File: src/hdl/assert_macros.svh
// ----------------------------------------------------------------------------
// assert_macros.svh
// Concurrent assertion macros shared by the calendar clock RTL.
// ----------------------------------------------------------------------------
`ifndef ASSERT_MACROS_SVH
`define ASSERT_MACROS_SVH

// Check a property on every clock edge outside reset.
`define CCT_ASSERT(lbl, clk, rst_n, prop, msg) \
  lbl: assert property (@(posedge clk) disable iff (!rst_n) prop) else $error(msg);

// Check a property on every clock edge, reset included.
`define CCT_ASSERT_ALWAYS(lbl, clk, prop, msg) \
  lbl: assert property (@(posedge clk) prop) else $error(msg);

`endif

File: src/hdl/cct_pkg.sv
// ----------------------------------------------------------------------------
// cct_pkg
// Types, constants and month-length lookup for the calendar clock tick unit.
// ----------------------------------------------------------------------------
package cct_pkg;

  // Command codes
  localparam logic CMD_TICK = 1'b0;
  localparam logic CMD_SET  = 1'b1;

  // Wrap points of the counters
  localparam logic [5:0] SEC_LAST   = 6'd59;
  localparam logic [5:0] MIN_LAST   = 6'd59;
  localparam logic [4:0] HOUR_LAST  = 5'd23;
  localparam logic [2:0] WDAY_LAST  = 3'd7;
  localparam logic [3:0] MONTH_LAST = 4'd12;
  localparam logic [3:0] MONTH_FEB  = 4'd2;

  // Month lengths
  localparam logic [4:0] DAYS_FEB_LEAP = 5'd29;
  localparam logic [4:0] DAYS_FEB      = 5'd28;
  localparam logic [4:0] DAYS_SHORT    = 5'd30;
  localparam logic [4:0] DAYS_LONG     = 5'd31;

  // Reset values
  localparam logic [4:0]  RST_DAY   = 5'd1;
  localparam logic [3:0]  RST_MONTH = 4'd1;
  localparam logic [15:0] RST_YEAR  = 16'd2000;
  localparam logic [2:0]  RST_WDAY  = 3'd1;

  // Divisibility by 25 on 16 bits: y * inverse(25) mod 2^16 <= floor(65535 / 25)
  localparam logic [15:0] INV25       = 16'd23593;
  localparam logic [15:0] DIV25_LIMIT = 16'(65535 / 25);

  typedef struct packed {
    logic        command;
    logic [4:0]  set_hour;
    logic [5:0]  set_minute;
    logic [5:0]  set_second;
    logic [4:0]  set_day;
    logic [3:0]  set_month;
    logic [15:0] set_year;
    logic [2:0]  set_weekday;
  } in_item_t;

  typedef struct packed {
    logic [4:0]  hour_now;
    logic [5:0]  minute_now;
    logic [5:0]  second_now;
    logic [4:0]  day_now;
    logic [3:0]  month_now;
    logic [15:0] year_now;
    logic [2:0]  weekday_now;
  } out_item_t;

  typedef struct packed {
    logic [5:0]  seconds_count;
    logic [5:0]  minutes_count;
    logic [4:0]  hours_count;
    logic [4:0]  day_of_month;
    logic [3:0]  month_of_year;
    logic [15:0] year_count;
    logic [2:0]  day_of_week;
  } cal_state_t;

  // Handshake between the input register and the state stage
  typedef struct packed {
    logic valid;
    logic ready;
  } hold_ctl_t;

  // Length of a month; undefined month codes count as long months
  function automatic logic [4:0] month_days(input logic [3:0] month, input logic leap);
    logic [4:0] days;
    days = DAYS_LONG;
    case (month)
      4'd2:    days = leap ? DAYS_FEB_LEAP : DAYS_FEB;
      4'd4:    days = DAYS_SHORT;
      4'd6:    days = DAYS_SHORT;
      4'd9:    days = DAYS_SHORT;
      4'd11:   days = DAYS_SHORT;
      default: days = DAYS_LONG;
    endcase
    return days;
  endfunction

endpackage

File: src/hdl/cct_in_reg.sv
// ----------------------------------------------------------------------------
// cct_in_reg
// Input register: captures one beat and holds it until the state stage takes it.
// ----------------------------------------------------------------------------
module cct_in_reg (
  input  logic              clk,
  input  logic              rst_n,
  input  logic              in_valid,
  output logic              in_ready,
  input  cct_pkg::in_item_t in_item,
  input  logic              take_ok,
  output cct_pkg::hold_ctl_t hold_ctl,
  output cct_pkg::in_item_t hold_item
);

  logic              valid_r;
  logic              valid_nxt;
  cct_pkg::in_item_t item_r;

  // Accept when empty or when the held beat leaves this cycle
  assign in_ready = !valid_r || take_ok;

  always_comb begin
    valid_nxt = valid_r;
    if (in_valid && in_ready) begin
      valid_nxt = 1'b1;
    end else if (take_ok) begin
      valid_nxt = 1'b0;
    end
  end

  always_ff @(posedge clk) begin
    if (!rst_n) begin
      valid_r <= 1'b0;
    end else begin
      valid_r <= valid_nxt;
    end
  end

  // Load payload on accept
  always_ff @(posedge clk) begin
    if (in_valid && in_ready) begin
      item_r <= in_item;
    end
  end

  assign hold_ctl.valid = valid_r;
  assign hold_ctl.ready = take_ok;
  assign hold_item      = item_r;

endmodule

File: src/hdl/cct_next.sv
// ----------------------------------------------------------------------------
// cct_next
// Next calendar state for one beat: load on set, cascaded advance on tick.
// ----------------------------------------------------------------------------
module cct_next (
  input  cct_pkg::cal_state_t cur,
  input  cct_pkg::in_item_t   item,
  output cct_pkg::cal_state_t nxt
);

  logic [15:0] year_prod;
  logic        div4;
  logic        div16;
  logic        div25;
  logic        leap;
  logic [4:0]  days;

  // Gregorian leap rule without a divider
  assign year_prod = 16'(cur.year_count * cct_pkg::INV25);
  assign div4      = (cur.year_count[1:0] == 2'd0);
  assign div16     = (cur.year_count[3:0] == 4'd0);
  assign div25     = (year_prod <= cct_pkg::DIV25_LIMIT);
  assign leap      = div4 && (!div25 || div16);
  assign days      = cct_pkg::month_days(cur.month_of_year, leap);

  always_comb begin
    nxt = cur;
    if (item.command == cct_pkg::CMD_SET) begin
      // Load every field as given
      nxt.hours_count   = item.set_hour;
      nxt.minutes_count = item.set_minute;
      nxt.seconds_count = item.set_second;
      nxt.day_of_month  = item.set_day;
      nxt.month_of_year = item.set_month;
      nxt.year_count    = item.set_year;
      nxt.day_of_week   = item.set_weekday;
    end else if (cur.seconds_count < cct_pkg::SEC_LAST) begin
      nxt.seconds_count = 6'(cur.seconds_count + 6'd1);
    end else begin
      nxt.seconds_count = 6'd0;
      if (cur.minutes_count < cct_pkg::MIN_LAST) begin
        nxt.minutes_count = 6'(cur.minutes_count + 6'd1);
      end else begin
        nxt.minutes_count = 6'd0;
        if (cur.hours_count < cct_pkg::HOUR_LAST) begin
          nxt.hours_count = 5'(cur.hours_count + 5'd1);
        end else begin
          nxt.hours_count = 5'd0;
          // Advance weekday and date
          nxt.day_of_week = (cur.day_of_week >= cct_pkg::WDAY_LAST) ?
                            3'd1 : 3'(cur.day_of_week + 3'd1);
          if (cur.day_of_month >= days) begin
            nxt.day_of_month = 5'd1;
            if (cur.month_of_year >= cct_pkg::MONTH_LAST) begin
              nxt.month_of_year = 4'd1;
              nxt.year_count    = 16'(cur.year_count + 16'd1);
            end else begin
              nxt.month_of_year = 4'(cur.month_of_year + 4'd1);
            end
          end else begin
            nxt.day_of_month = 5'(cur.day_of_month + 5'd1);
          end
        end
      end
    end
  end

endmodule

File: src/hdl/calendar_clock_tick_unit.sv
// ----------------------------------------------------------------------------
// calendar_clock_tick_unit
// Real-time clock and calendar: one-second ticks and full time loads.
// ----------------------------------------------------------------------------
//  channel | ports                         | beat carries
//  --------+-------------------------------+---------------------------------
//  input   | in_valid, in_ready, in_item   | command and set fields
//  result  | out_valid, out_ready, out_item| time fields after the beat
//
//  One beat per cycle sustained while out_ready holds; the result is valid
//  once the beat has passed the input register, then the state register.
//  The calendar state register doubles as the result register.
//  Reset (rst_n low, synchronous) clears both stages and loads 00:00:00,
//  day 1, month 1, year 2000, weekday 1.
//  A stalled result holds the state stage; the input register takes one more
//  beat before in_ready drops.
// ----------------------------------------------------------------------------
`include "assert_macros.svh"

module calendar_clock_tick_unit (
  input  logic               clk,
  input  logic               rst_n,
  input  logic               in_valid,
  output logic               in_ready,
  input  cct_pkg::in_item_t  in_item,
  output logic               out_valid,
  input  logic               out_ready,
  output cct_pkg::out_item_t out_item
);

  cct_pkg::hold_ctl_t  hold_ctl;
  cct_pkg::in_item_t   hold_item;
  cct_pkg::cal_state_t state_r;
  cct_pkg::cal_state_t state_nxt;
  logic                out_valid_r;
  logic                out_valid_nxt;
  logic                out_free;
  logic                advance;

  assign out_free = !out_valid_r || out_ready;
  assign advance  = hold_ctl.valid && out_free;

  cct_in_reg u_in_reg (
    .clk       (clk),
    .rst_n     (rst_n),
    .in_valid  (in_valid),
    .in_ready  (in_ready),
    .in_item   (in_item),
    .take_ok   (advance),
    .hold_ctl  (hold_ctl),
    .hold_item (hold_item)
  );

  cct_next u_next (
    .cur  (state_r),
    .item (hold_item),
    .nxt  (state_nxt)
  );

  // Update calendar state when a beat moves into the result stage
  always_ff @(posedge clk) begin
    if (!rst_n) begin
      state_r.seconds_count <= 6'd0;
      state_r.minutes_count <= 6'd0;
      state_r.hours_count   <= 5'd0;
      state_r.day_of_month  <= cct_pkg::RST_DAY;
      state_r.month_of_year <= cct_pkg::RST_MONTH;
      state_r.year_count    <= cct_pkg::RST_YEAR;
      state_r.day_of_week   <= cct_pkg::RST_WDAY;
    end else if (advance) begin
      state_r <= state_nxt;
    end
  end

  // Result valid: set on advance, drop when taken
  always_comb begin
    out_valid_nxt = out_valid_r;
    if (advance) begin
      out_valid_nxt = 1'b1;
    end else if (out_ready) begin
      out_valid_nxt = 1'b0;
    end
  end

  always_ff @(posedge clk) begin
    if (!rst_n) begin
      out_valid_r <= 1'b0;
    end else begin
      out_valid_r <= out_valid_nxt;
    end
  end

  assign out_valid            = out_valid_r;
  assign out_item.hour_now    = state_r.hours_count;
  assign out_item.minute_now  = state_r.minutes_count;
  assign out_item.second_now  = state_r.seconds_count;
  assign out_item.day_now     = state_r.day_of_month;
  assign out_item.month_now   = state_r.month_of_year;
  assign out_item.year_now    = state_r.year_count;
  assign out_item.weekday_now = state_r.day_of_week;

  // Checks
  property p_state_hold;
    rst_n && !advance |=> $stable(state_r);
  endproperty

  property p_sec_step;
    advance && hold_item.command == cct_pkg::CMD_TICK &&
    state_r.seconds_count < cct_pkg::SEC_LAST |=>
    state_r.seconds_count == 6'($past(state_r.seconds_count) + 6'd1) &&
    $stable(state_r.minutes_count);
  endproperty

  property p_hold_keep;
    rst_n && hold_ctl.valid && !out_free |=> hold_ctl.valid && $stable(hold_item);
  endproperty

  `CCT_ASSERT(a_state_hold, clk, rst_n, p_state_hold, "state changed without a beat")
  `CCT_ASSERT(a_sec_step, clk, rst_n, p_sec_step, "tick did not step seconds alone")
  `CCT_ASSERT(a_hold_keep, clk, rst_n, p_hold_keep, "held beat lost during a stall")

endmodule

File: config.mk
export PLATFORM = sky130hd
export DESIGN_NAME = calendar_clock_tick_unit
export DESIGN_NICKNAME = d
export VERILOG_FILES = /design/src/hdl/cct_pkg.sv /design/src/hdl/cct_in_reg.sv /design/src/hdl/cct_next.sv /design/src/hdl/calendar_clock_tick_unit.sv
export VERILOG_INCLUDE_DIRS = /design/src /design/src/hdl
export SDC_FILE = /design/constraint.sdc
export NUM_CORES = 1
export LEC_CHECK = 0
export BUFFER_PORTS_ARGS = -buffer_cell sky130_fd_sc_hd__buf_2
export CORE_AREA = 2 2 149 122
export CTS_BUF_LIST = sky130_fd_sc_hd__clkbuf_4 sky130_fd_sc_hd__clkbuf_8
export DETAILED_ROUTE_END_ITERATION = 7
export DIE_AREA = 0 0 151 124
export MAX_ROUTING_LAYER = met4
export PLACE_DENSITY = 0.56
export SYNTH_ARGS = -nofsm -noshare
export SYNTH_HDL_FRONTEND = slang
export SYNTH_HIERARCHICAL = 1
export SYNTH_SLANG_ARGS = --single-unit
File: constraint.sdc
create_clock -name clk -period 7.96 [get_ports clk]
set_input_delay 0.796 -clock clk [delete_from_list [all_inputs] [get_ports clk]]
set_output_delay 0.796 -clock clk [all_outputs]
set_load 0.01 [all_outputs]
======== Yosys cells after proc, flatten, opt, wreduce, memory -nomap -nowiden ========
Index checks and enable logic that the tools add are counted.
storage, ports and cells
  bits of input ports ..................... 50
  output and inout port bits .............. 47
  register bits ........................... 93
cells by class
  reductions and logical operators ........ 21
  equal/unequal tests ..................... 8
  $mul .................................... 1
  order comparisons ....................... 7
  mux-type cells .......................... 18
  add/subtract/negate cells ............... 7
operators by type and width
  operator                  number
  $mux W45                  1
  $mux W39                  1
  $mux W33                  1
  $mux W28                  1
  $mux W20                  1
  $add A16 B1 Y16 const B   1
  $le A16 B12 Y1 const B    1
  $mul A16 B15 Y16 const B  1
  $mux W16                  1
  $add A6 B1 Y6 const B     2
  $lt A6 B6 Y1 const B      2
  $mux W6                   2
  $add A5 B1 Y5 const B     2
  $mux W5                   2
  $pmux W5 S2               1
  $eq A4 B3 Y1 const B      2
  $eq A4 B4 Y1 const B      2
  $reduce_bool A2 Y1        4
  $ne A2 B2 Y1 const B      3
  $reduce_and A6 Y1         1
  $ge A5 B5 Y1              1
  $lt A5 B5 Y1 const B      1
  $mux W1                   5
  $reduce_and A5 Y1         1
  16 further kinds          22

======== Longest topological paths before layout ========
Gate-level depths: netlist of the first run.
  depth in word-level cells ............... 13
  depth in mapped cells ................... 25
  gate-level depth less buffers ........... 24

======== Cells and area by module ========
Netlist of the first run, hierarchy kept.
modules (own cells, without submodules)
  module                    area each (µm²)  seq. area each (µm²)  instances  cells an instance
  cct_next                  3465.8           0.0                   1          452
  calendar_clock_tick_unit  1869.3           920.9                 1          200
  cct_in_reg                1453.9           1401.3                1          53

======== Least setup slack after synthesis of the first run ========
OpenSTA, ideal clock, no wires.
  path kind ............................... reg-to-reg
  from .................................... register state_r (netlist bit out_item[3])
  to ...................................... register state_r (netlist bit out_item[13])
  slack ................................... 1690 ps
  cell stages (with the launch flop) ...... 23
  buffers on the path ..................... 1
  data required time ...................... 7865 ps
  arrival ................................. 6175 ps
  cell sequence ........................... dfxtp_1 ha_1 ha_1 inv_1 fa_1 fa_1 fa_1 inv_1 ha_1 ha_1 or4b_2 a21oi_1 a311oi_1 a31oi_1 ha_1 nand2b_1 a21oi_1 nor4_2 buf_4 a311o_1 nand3_1 inv_1 o311ai_1
RTL lines
  element                 line                            source
  start, declared         calendar_clock_tick_unit.sv:33  cct_pkg::cal_state_t state_r;
  start signal, assigned  calendar_clock_tick_unit.sv:71  state_r <= state_nxt;

==> flow_summary_export.csv, run 1 <==
group,metric,value,unit
timing,max_freq,146,MHz
power,p_total,1.44,mW
power,power.density,192,nW/um^2
finish,num_antenna_cells,0,
detailed_routing,drtPass1Iterations,5,
timing,period_needed,6.86,ns
job,cap_viol_max_count,0,
timing,final.setup_skew,0.0155,ns
floorplanning,core,17100,sq um
critical_path,critical_path_buf_inv_count,3,
clocking,cell_chosen_for_the_clock_root,"sky130_fd_sc_hd__clkbuf_8",
power,vdd_drop_max,0.000109,V
power,cellLeakagePower,3.39,nW
clocking,clk-insertion-delay-late,0.37,ns
clocking,cts.sinks,93,
critical_path,cp_slowest_stage_delay,1.00,ns
detailed_routing,drtIter0Drc,403,
finish,fillers,1677,
critical_path,worstPathRequired,8.23,ns
finish,layout.cell_area.non_filler,7520,sq um
floorplanning,floorplan.die.width,151,microns
clocking,cts_tree,"done",
critical_path,cp_common_cell,"sky130_fd_sc_hd__ha_1",
clocking,cts_post_setup_buffers_inserted,0,
critical_path,critical_path_cell_list,"ha_1 -> ha_1 -> inv_1 -> fa_1 -> fa_1 -> fa_1 -> inv_1 -> ha_1 -> ha_1 -> or4b_2 -> a21oi_1 -> a311oi_1 -> a31oi_1 -> ha_1 -> nand2b_1 -> a21oi_1 -> nor4_2 -> and3_1 -> a211o_1 -> inv_1 -> o311ai_1",
clocking,post_cts_hold_buffer_count,0,
timing,timing_hold_violations_final,0,
global_routing,antenna_found_initial,0,
global_routing,first_pass_grt_wire_length,26600,microns
floorplanning,initial_utilization,0.396,
detailed_routing,drt-total-wl,16800,microns
place,port_buffers,96,
global_routing,vias_in_the_first_global_route,4998,
synth,number_of_nets_in_the_synthesized_netlist,847,
synth,syn-mean-instance-area,9.63,sq um
global_routing,grt_remaining_overflow,0,
clocking,cts_htree_levels,3,
place,gp_congestion,0.858,
critical_path,rr_worst_depth,21,
min_path,holdPathEnd,"out_item[41]",
synth,synthesis.yosys.warnings,6,
synth,netlist_instances,704,
timing,timing_worst_slew_pin_value,1.12,ns
synth,synth_area,6780,sq um
global_routing,grt_usage,0.187,
finish,layout-area-overhead-vs-synth,10.9,%
timing,timing.max_slew.rel_slack,0.248,
critical_path,cp_top_family,"adder cells",
critical_path,worstSetupPathDepth,21,
timing,timing.setup.tns,0,ns
timing,period_share,0.862,
finish,nNetsFinal,919,
clocking,postCtsResizedCells,0,
critical_path,critical_path.reg2reg.endpoint,"out_item[11]",
place,detailed_place_hpwl,12200,microns
critical_path,reg2reg_from,"out_item[3]",
critical_path,crit_path_start_kind,"flop",
floorplanning,die_y,124,microns
clocking,cts-buffers-inserted,9,
detailed_routing,routed_via_density,5.35,
critical_path,rrSetupSlack,1.10,ns
floorplanning,die_area,18700,sq um
global_routing,grt_start_max_net_pins,90,
critical_path,timing_worst_setup_path_type,"flop to flop",
detailed_routing,detail_route.drc_violations,0,
min_path,hp-start,"out_item[41]",
clocking,path_clk_slew,0.10,ns
critical_path,worst_path_arrival,7.13,ns
critical_path,critical_path.endpoint_type,"flop",
place,total_cell_area_at_the_placement_stage,7330,sq um
min_path,min_path_type,"flop to flop",
detailed_routing,dr_total_vias,5380,
finish,post_route_cells_drive_above_1_share,0.167,
detailed_routing,routedWlPerCell,16.8,microns
clocking,clock_tree.buffer_depth,2,
critical_path,cp_slowest_cell,"sky130_fd_sc_hd__nor4_2",
floorplanning,number_of_cell_rows,43,
floorplanning,top_level_ports,97,
timing,report.final.setup_viol,0,
min_path,hold_path_depth,2,
timing,timing_max_transition_violations_final,0,
detailed_routing,final_antenna_net_count,0,
timing,grt_setup_unrepaired,"false",
critical_path,biggest_fanout_along_the_worst_timing_path,13,
run_status,outcome,"complete, no violations",
==> sequential cells by signal (all words and copies together) (netlist names) <==
register	cells
out_item	45
u_in_reg/hold_item	46
u_in_reg/valid_r	1
out_valid	1
==> per-layer routing <==
metal	GRT usage	vias to the layer above	part of all wire
met5	-	-	0
met4	0.0362	0	0.0099
met3	0.0377	15	0.060
met2	0.268	155	0.42
met1	0.275	2557	0.51
li1	-	2653	-
==> metrics by stage <==
| stage | hold WS, ns | setup slack, ns | utilization | cells |
|---|---|---|---|---|
| after global routing | 0.535 | 0.573 | 0.440 | 1005 |
| after global placement | 0.499 | 1.28 | 0.428 | 990 |
| after detailed placement | 0.495 | 1.15 | 0.428 | 990 |
| after CTS | 0.511 | 1.11 | 0.440 | 1005 |
| final | 0.507 | 1.10 | 0.440 | 1005 |
| after floorplan | 0.488 | 1.69 | - | 704 |
==> area by class of cell <==
cell class	count	area (sq um)	share of cell area
Clock buffer	10	131	0.0175
Timing Repair Buffer	99	503	0.0669
Multi-Input combinational cell	507	3970	0.528
Clock inverter	5	60.1	0.00799
Tap cell	225	282	0.0374
Sequential cell	93	2320	0.309
Inverter	66	248	0.0329
==> worst min-delay path: stages (launching register included) <==
cell                      delay, ns
sky130_fd_sc_hd__dfxtp_1       0.35
sky130_fd_sc_hd__nand2_1       0.06
sky130_fd_sc_hd__mux2i_1       0.05
==> where the power goes <==
group,internal [mW],total [mW],switching [mW]
Clock,0.149,0.325,0.176
Sequential,0.533,0.567,0.0338
Combinational,0.253,0.553,0.300
Total,0.935,1.44,0.510
==> worst max-delay path by stage <==
| stage | startpoint | end | slack [ns] |
|---|---|---|---|
| after floorplan | out_item[3] | out_item[13] | 1.69 |
| after global placement | out_item[3] | out_item[11] | 1.28 |
| after detailed placement | out_item[3] | out_item[11] | 1.15 |
| after CTS | out_item[3] | out_item[11] | 1.11 |
| after global routing | out_item[8] | out_item[11] | 0.57 |
| final | out_item[3] | out_item[11] | 1.10 |
==> cells in the final DEF, fill, tap and decap left out, types with 4 or more instances in the layout <==
master,n
sky130_fd_sc_hd__a2bb2oi_1,4
sky130_fd_sc_hd__a22oi_1,6
sky130_fd_sc_hd__fa_1,18
sky130_fd_sc_hd__xor2_1,5
sky130_fd_sc_hd__nand2_1,117
sky130_fd_sc_hd__ha_1,75
sky130_fd_sc_hd__o21ai_1,9
sky130_fd_sc_hd__o31ai_1,8
sky130_fd_sc_hd__a21oi_1,12
sky130_fd_sc_hd__a21o_1,6
sky130_fd_sc_hd__edfxtp_1,46
sky130_fd_sc_hd__buf_2,96
sky130_fd_sc_hd__dfxtp_1,47
sky130_fd_sc_hd__a311o_1,7
sky130_fd_sc_hd__and3_1,9
sky130_fd_sc_hd__a31oi_1,7
sky130_fd_sc_hd__nand4_1,12
sky130_fd_sc_hd__o311ai_1,9
sky130_fd_sc_hd__a211oi_1,5
sky130_fd_sc_hd__inv_1,65
sky130_fd_sc_hd__xnor2_1,16
sky130_fd_sc_hd__nor2_1,22
sky130_fd_sc_hd__nor2b_1,5
sky130_fd_sc_hd__nand3_1,14
sky130_fd_sc_hd__clkbuf_8,9
sky130_fd_sc_hd__o21ai_0,33
sky130_fd_sc_hd__nor3_1,5
sky130_fd_sc_hd__mux2i_1,42
No activity file was read; power rests on OpenSTA's default activity.
==> inputs of run 2 (changes only) <==
- PLACE_DENSITY: 0.56 -> unset
==> run 2 against run 1 <==
Cell count about the same. Count of clock-buffer cells in the layout unchanged. Register-to-register slack improved by 0.06 ns. Maximum frequency increased by 0.92%. Highest routed layer unchanged.
==> flow_summary_export.csv, run 2 (synthesized netlist as in run 1, its figures left out) <==
group,metric,value,unit
floorplanning,number_of_cell_rows,43,
clocking,clock_tree.buffer_depth,2,
finish,layout.cell_area.non_filler,7500,sq um
timing,period_share,0.854,
timing,timing_max_transition_violations_final,0,
global_routing,antenna_found_initial,0,
place,detailed_place_hpwl,11600,microns
detailed_routing,final_antenna_net_count,0,
critical_path,worst_path_arrival,7.08,ns
floorplanning,die_area,18700,sq um
finish,layout_commonest_cell,"sky130_fd_sc_hd__nand2_1",
timing,timing_hold_violations_final,0,
floorplanning,initial_utilization,0.396,
critical_path,timing_worst_setup_path_type,"flop to flop",
floorplanning,floorplan.die.width,151,microns
critical_path,critical_path.endpoint_type,"flop",
clocking,post_cts_hold_buffer_count,0,
run_status,outcome,"complete, no violations",
global_routing,grt.met2_usage,0.248,
clocking,clk-insertion-delay-late,0.37,ns
timing,final.setup_skew,0.0102,ns
min_path,min_path_type,"flop to flop",
timing,timing.max_slew.rel_slack,0.334,
critical_path,biggest_fanout_along_the_worst_timing_path,13,
floorplanning,die_y,124,microns
timing,report.final.setup_viol,0,
finish,post_route_cells_drive_above_1_share,0.166,
power,cellLeakagePower,3.37,nW
global_routing,gr_layer_usage_met3,0.0370,
detailed_routing,detail_route.drc_violations,0,
timing,period_needed,6.80,ns
finish,layout_common_cells,"117 x sky130_fd_sc_hd__nand2_1, 96 x sky130_fd_sc_hd__buf_2, 75 x sky130_fd_sc_hd__ha_1, 65 x sky130_fd_sc_hd__inv_1, 47 x sky130_fd_sc_hd__dfxtp_1",
global_routing,layer_with_the_highest_usage_after_global_routing,"met1",
detailed_routing,drtPass1Iterations,5,
job,cap_viol_max_count,0,
power,p_total,1.40,mW
timing,timing_worst_slew_pin_value,0.991,ns
clocking,cts-buffers-inserted,9,
detailed_routing,routedWlPerCell,15.9,microns
global_routing,grt_start_max_net_pins,91,
clocking,cts.sinks,93,
timing,holdWs,0.521,ns
global_routing,grt_remaining_overflow,0,
global_routing,grt_usage,0.181,
clocking,cts_post_setup_buffers_inserted,0,
power,vdd_drop_max,0.0000906,V
clocking,cts_tree,"done",
global_routing,global_route.usage.met1,0.274,
detailed_routing,routed_via_density,5.22,
detailed_routing,drt-total-wl,16000,microns
critical_path,worstPathRequired,8.24,ns
finish,nNetsFinal,919,
timing,max_freq,147,MHz
floorplanning,top_level_ports,97,
timing,timing.final.ws_setup,1.16,ns
place,post-place-ws,1.19,ns
place,gp_congestion,0.878,
clocking,postCtsResizedCells,0,
floorplanning,core,17100,sq um
place,total_cell_area_at_the_placement_stage,7330,sq um
global_routing,vias_in_the_first_global_route,4805,
clocking,cell_chosen_for_the_clock_root,"sky130_fd_sc_hd__clkbuf_8",
place,port_buffers,96,
power,power.density,187,nW/um^2
clocking,cts_htree_levels,3,
clocking,path_clk_slew,0.09,ns
detailed_routing,dr_total_vias,5248,
detailed_routing,drtIter0Drc,417,
global_routing,first_pass_grt_wire_length,25600,microns
finish,num_antenna_cells,0,
finish,flip_flop_count_of_the_largest_register_all_copies_and_words_added,46,
finish,layout-area-overhead-vs-synth,10.6,%
critical_path,crit_path_start_kind,"flop",
timing,grt_setup_unrepaired,"false",
timing,timing.setup.tns,0,ns
[run 2: final cells by class]
cell class / instances / area [sq um]
sequential: 93 / 2320
clock buffer: 10 / 131
multi-input combinational: 507 / 3970
clock inverter: 6 / 40.0
fill: 1727 / 9610
tap: 225 / 282
timing repair buffer: 99 / 503
inverter: 66 / 248
[run 2: critical path, stage by stage (launching register included)]
cell,delay [ns]
sky130_fd_sc_hd__dfxtp_1,0.66
sky130_fd_sc_hd__ha_1,0.36
sky130_fd_sc_hd__ha_1,0.29
sky130_fd_sc_hd__inv_1,0.05
sky130_fd_sc_hd__fa_1,0.50
sky130_fd_sc_hd__fa_1,0.52
sky130_fd_sc_hd__fa_1,0.54
sky130_fd_sc_hd__inv_1,0.04
sky130_fd_sc_hd__ha_1,0.28
sky130_fd_sc_hd__ha_1,0.34
sky130_fd_sc_hd__or4b_2,0.60
sky130_fd_sc_hd__a21oi_1,0.13
sky130_fd_sc_hd__a311oi_1,0.06
sky130_fd_sc_hd__a31oi_1,0.24
sky130_fd_sc_hd__ha_1,0.15
sky130_fd_sc_hd__nand2b_1,0.11
sky130_fd_sc_hd__a21oi_1,0.23
sky130_fd_sc_hd__nor4_2,0.91
sky130_fd_sc_hd__and3_1,0.29
sky130_fd_sc_hd__a211o_1,0.10
sky130_fd_sc_hd__inv_1,0.04
sky130_fd_sc_hd__o311ai_1,0.26
[run 2: report_power, final]
group,internal (mW),total (mW),switching [mW]
registers,0.533,0.566,0.0329
logic,0.252,0.550,0.298
clock network,0.116,0.287,0.170
total,0.902,1.40,0.501
[run 2: final timing paths]
| path | from | endpoint | slack [ns] | cells after the start |
|---|---|---|---|---|
| min reg2reg | out_item[39] | out_item[39] | 0.52 | 2 |
| min | out_item[39] | out_item[39] | 0.52 | 2 |
| max reg2reg | out_item[3] | out_item[11] | 1.16 | 21 |
| max | out_item[3] | out_item[11] | 1.16 | 21 |
[run 2: metrics by stage]
step	util	std cells
2_1_floorplan	-	704
3_3_place_gp	0.428	990
3_5_place_dp	0.428	990
4_1_cts	0.438	1006
5_1_grt	0.438	1006
6_report	0.438	1006
[run 2: metal layers]
layer | wire length, microns | vias to the layer above
li1 | - | 2659
met1 | 8330 | 2426
met2 | 6520 | 155
met3 | 1110 | 8
met4 | 91 | 0
met5 | 0 | -
==> inputs of run 3 (changes only) <==
- CAP_MARGIN: unset -> 0
- CELL_PAD_IN_SITES_DETAIL_PLACEMENT: unset -> 0
- CELL_PAD_IN_SITES_GLOBAL_PLACEMENT: unset -> 1
- PLACE_DENSITY_LB_ADDON: unset -> 0.1
==> run 3 against run 2 <==
Sequential share of layout area decreased by 0.13 points. Maximum frequency down 0.25%. Via count is 2.0% higher. Critical endpoint is now out_item[13]. Worst setup slack got worse by 0.017 ns. Critical path depth rose by 1. Largest cell class unchanged.
==> flow_summary_export.csv, run 3 (synthesized netlist as in run 1, its figures left out) <==
group,metric,value,unit
clocking,clock_tree.buffer_depth,2,
clocking,cts-buffers-inserted,9,
detailed_routing,dr_total_vias,5351,
min_path,hp-start,"out_item[16]",
clocking,path_clk_slew,0.09,ns
timing,timing.max_slew.rel_slack,0.377,
clocking,cts_post_setup_buffers_inserted,0,
critical_path,rrSetupSlack,1.14,ns
timing,timing.final.ws_setup,1.14,ns
finish,layout_commonest_cell,"sky130_fd_sc_hd__nand2_1",
critical_path,worstPathRequired,8.26,ns
global_routing,grt_start_max_net_pins,84,
global_routing,first_pass_grt_wire_length,26600,microns
finish,layout-area-overhead-vs-synth,11.1,%
critical_path,cp_launch_point,"out_item[3]",
floorplanning,die_area,18700,sq um
critical_path,timing_worst_setup_path_type,"flop to flop",
finish,flip_flop_count_of_the_largest_register_all_copies_and_words_added,46,
clocking,cts_htree_levels,3,
finish,post_route_cells_drive_above_1_share,0.171,
timing,timing_max_transition_violations_final,0,
clocking,cts.sinks,93,
timing,timing.setup.tns,0,ns
detailed_routing,drtIter0Drc,352,
min_path,holdPathEnd,"out_item[16]",
finish,layout.cell_area.non_filler,7530,sq um
place,port_buffers,96,
critical_path,reg2reg_from,"out_item[3]",
detailed_routing,drtPass1Iterations,5,
critical_path,critical_path.endpoint_type,"flop",
floorplanning,number_of_cell_rows,43,
timing,final.setup_skew,0.0113,ns
job,cap_viol_max_count,0,
clocking,postCtsResizedCells,0,
clocking,cts_tree,"done",
timing,timing_hold_violations_final,0,
global_routing,grt_usage,0.190,
timing,grt_setup_unrepaired,"false",
finish,num_antenna_cells,0,
clocking,cell_chosen_for_the_clock_root,"sky130_fd_sc_hd__clkbuf_8",
power,vdd_drop_max,0.0000747,V
global_routing,antenna_found_initial,0,
power,cellLeakagePower,3.40,nW
timing,max_freq,147,MHz
finish,nNetsFinal,921,
floorplanning,die_y,124,microns
min_path,min_path_type,"flop to flop",
timing,timing_worst_slew_pin_value,0.933,ns
timing,period_needed,6.82,ns
detailed_routing,routed_via_density,5.31,
global_routing,grt_remaining_overflow,0,
floorplanning,top_level_ports,97,
critical_path,worst_path_arrival,7.11,ns
finish,layout_common_cells,"117 x sky130_fd_sc_hd__nand2_1, 96 x sky130_fd_sc_hd__buf_2, 75 x sky130_fd_sc_hd__ha_1, 65 x sky130_fd_sc_hd__inv_1, 47 x sky130_fd_sc_hd__dfxtp_1",
place,detailed_place_hpwl,12200,microns
detailed_routing,final_antenna_net_count,0,
min_path,hold_path_depth,2,
power,power.density,191,nW/um^2
run_status,outcome,"complete, no violations",
detailed_routing,routedWlPerCell,16.8,microns
clocking,clk-insertion-delay-late,0.39,ns
floorplanning,floorplan.die.width,151,microns
critical_path,crit_path_start_kind,"flop",
global_routing,vias_in_the_first_global_route,4878,
place,post-place-ws,1.17,ns
floorplanning,core,17100,sq um
floorplanning,initial_utilization,0.396,
timing,report.final.setup_viol,0,
place,gp_congestion,0.935,
clocking,post_cts_hold_buffer_count,0,
critical_path,rr_worst_depth,22,
power,p_total,1.43,mW
detailed_routing,detail_route.drc_violations,0,
detailed_routing,drt-total-wl,17000,microns
critical_path,biggest_fanout_along_the_worst_timing_path,13,
place,total_cell_area_at_the_placement_stage,7340,sq um
critical_path,critical_path.reg2reg.endpoint,"out_item[13]",
timing,period_share,0.856,
==> run 3: cell count changes in the layout (fill, tap and decap cells not counted) <==
cell                         delta
sky130_fd_sc_hd__buf_4          +2
sky130_fd_sc_hd__clkbuf_8       +2
sky130_fd_sc_hd__clkinv_1       -2
sky130_fd_sc_hd__clkbuf_4       +1
sky130_fd_sc_hd__clkinv_2       +1
sky130_fd_sc_hd__clkinv_4       -1
sky130_fd_sc_hd__clkinvlp_4     -1
==> run 3: area by class of cell <==
cell class                      count  area, sq um
Sequential cell                    93         2320
Fill cell                        1649         9580
Clock inverter                      3         21.3
Tap cell                          225          282
Clock buffer                       13          166
Multi-Input combinational cell    507         3970
Timing Repair Buffer              101          518
Inverter                           66          248
==> run 3: worst max-delay path by stage <==
stage / endpoint / cells after the start / slack (ns)
global placement: out_item[13] / 22 / 1.31
finish: out_item[13] / 22 / 1.14
detailed placement: out_item[12] / 21 / 1.17
floorplan: out_item[13] / 22 / 1.69
CTS: out_item[13] / 22 / 1.17
global route: out_item[13] / 22 / 0.76
==> run 3: layer usage <==
metal | vias up | routed length [microns] | track usage
met5 | - | 0 | -
met4 | 0 | 130 | 0.0339
met2 | 127 | 7040 | 0.262
li1 | 2661 | - | -
met3 | 9 | 950 | 0.0454
met1 | 2554 | 8840 | 0.284
==> run 3: critical path: stages, from the launching register on <==
cell and delay (ns):
sky130_fd_sc_hd__dfxtp_1 0.66, sky130_fd_sc_hd__ha_1 0.36, sky130_fd_sc_hd__ha_1 0.29, sky130_fd_sc_hd__inv_1 0.05, sky130_fd_sc_hd__fa_1 0.50, sky130_fd_sc_hd__fa_1 0.51
sky130_fd_sc_hd__fa_1 0.54, sky130_fd_sc_hd__inv_1 0.04, sky130_fd_sc_hd__ha_1 0.29, sky130_fd_sc_hd__ha_1 0.35, sky130_fd_sc_hd__or4b_2 0.60, sky130_fd_sc_hd__a21oi_1 0.15
sky130_fd_sc_hd__a311oi_1 0.07, sky130_fd_sc_hd__a31oi_1 0.24, sky130_fd_sc_hd__ha_1 0.26, sky130_fd_sc_hd__nand2b_1 0.15, sky130_fd_sc_hd__a21oi_1 0.67, sky130_fd_sc_hd__nor4_2 0.11
sky130_fd_sc_hd__buf_4 0.21, sky130_fd_sc_hd__a311o_1 0.32, sky130_fd_sc_hd__nand3_1 0.09, sky130_fd_sc_hd__inv_1 0.04, sky130_fd_sc_hd__o311ai_1 0.24
==> run 3: metrics by stage <==
| stage | instances | util | hold WS, ns |
|---|---|---|---|
| 3_5_place_dp | 992 | 0.429 | 0.500 |
| 4_1_cts | 1008 | 0.440 | 0.515 |
| 2_1_floorplan | 704 | - | 0.488 |
| 5_1_grt | 1008 | 0.440 | 0.539 |
| 6_report | 1008 | 0.440 | 0.518 |
| 3_3_place_gp | 992 | 0.429 | 0.485 |
==> run 3: power breakdown <==
part	switching, mW	total, mW	internal [mW]
registers	0.0339	0.567	0.533
clock network	0.176	0.314	0.138
logic	0.300	0.553	0.253
total	0.510	1.43	0.925
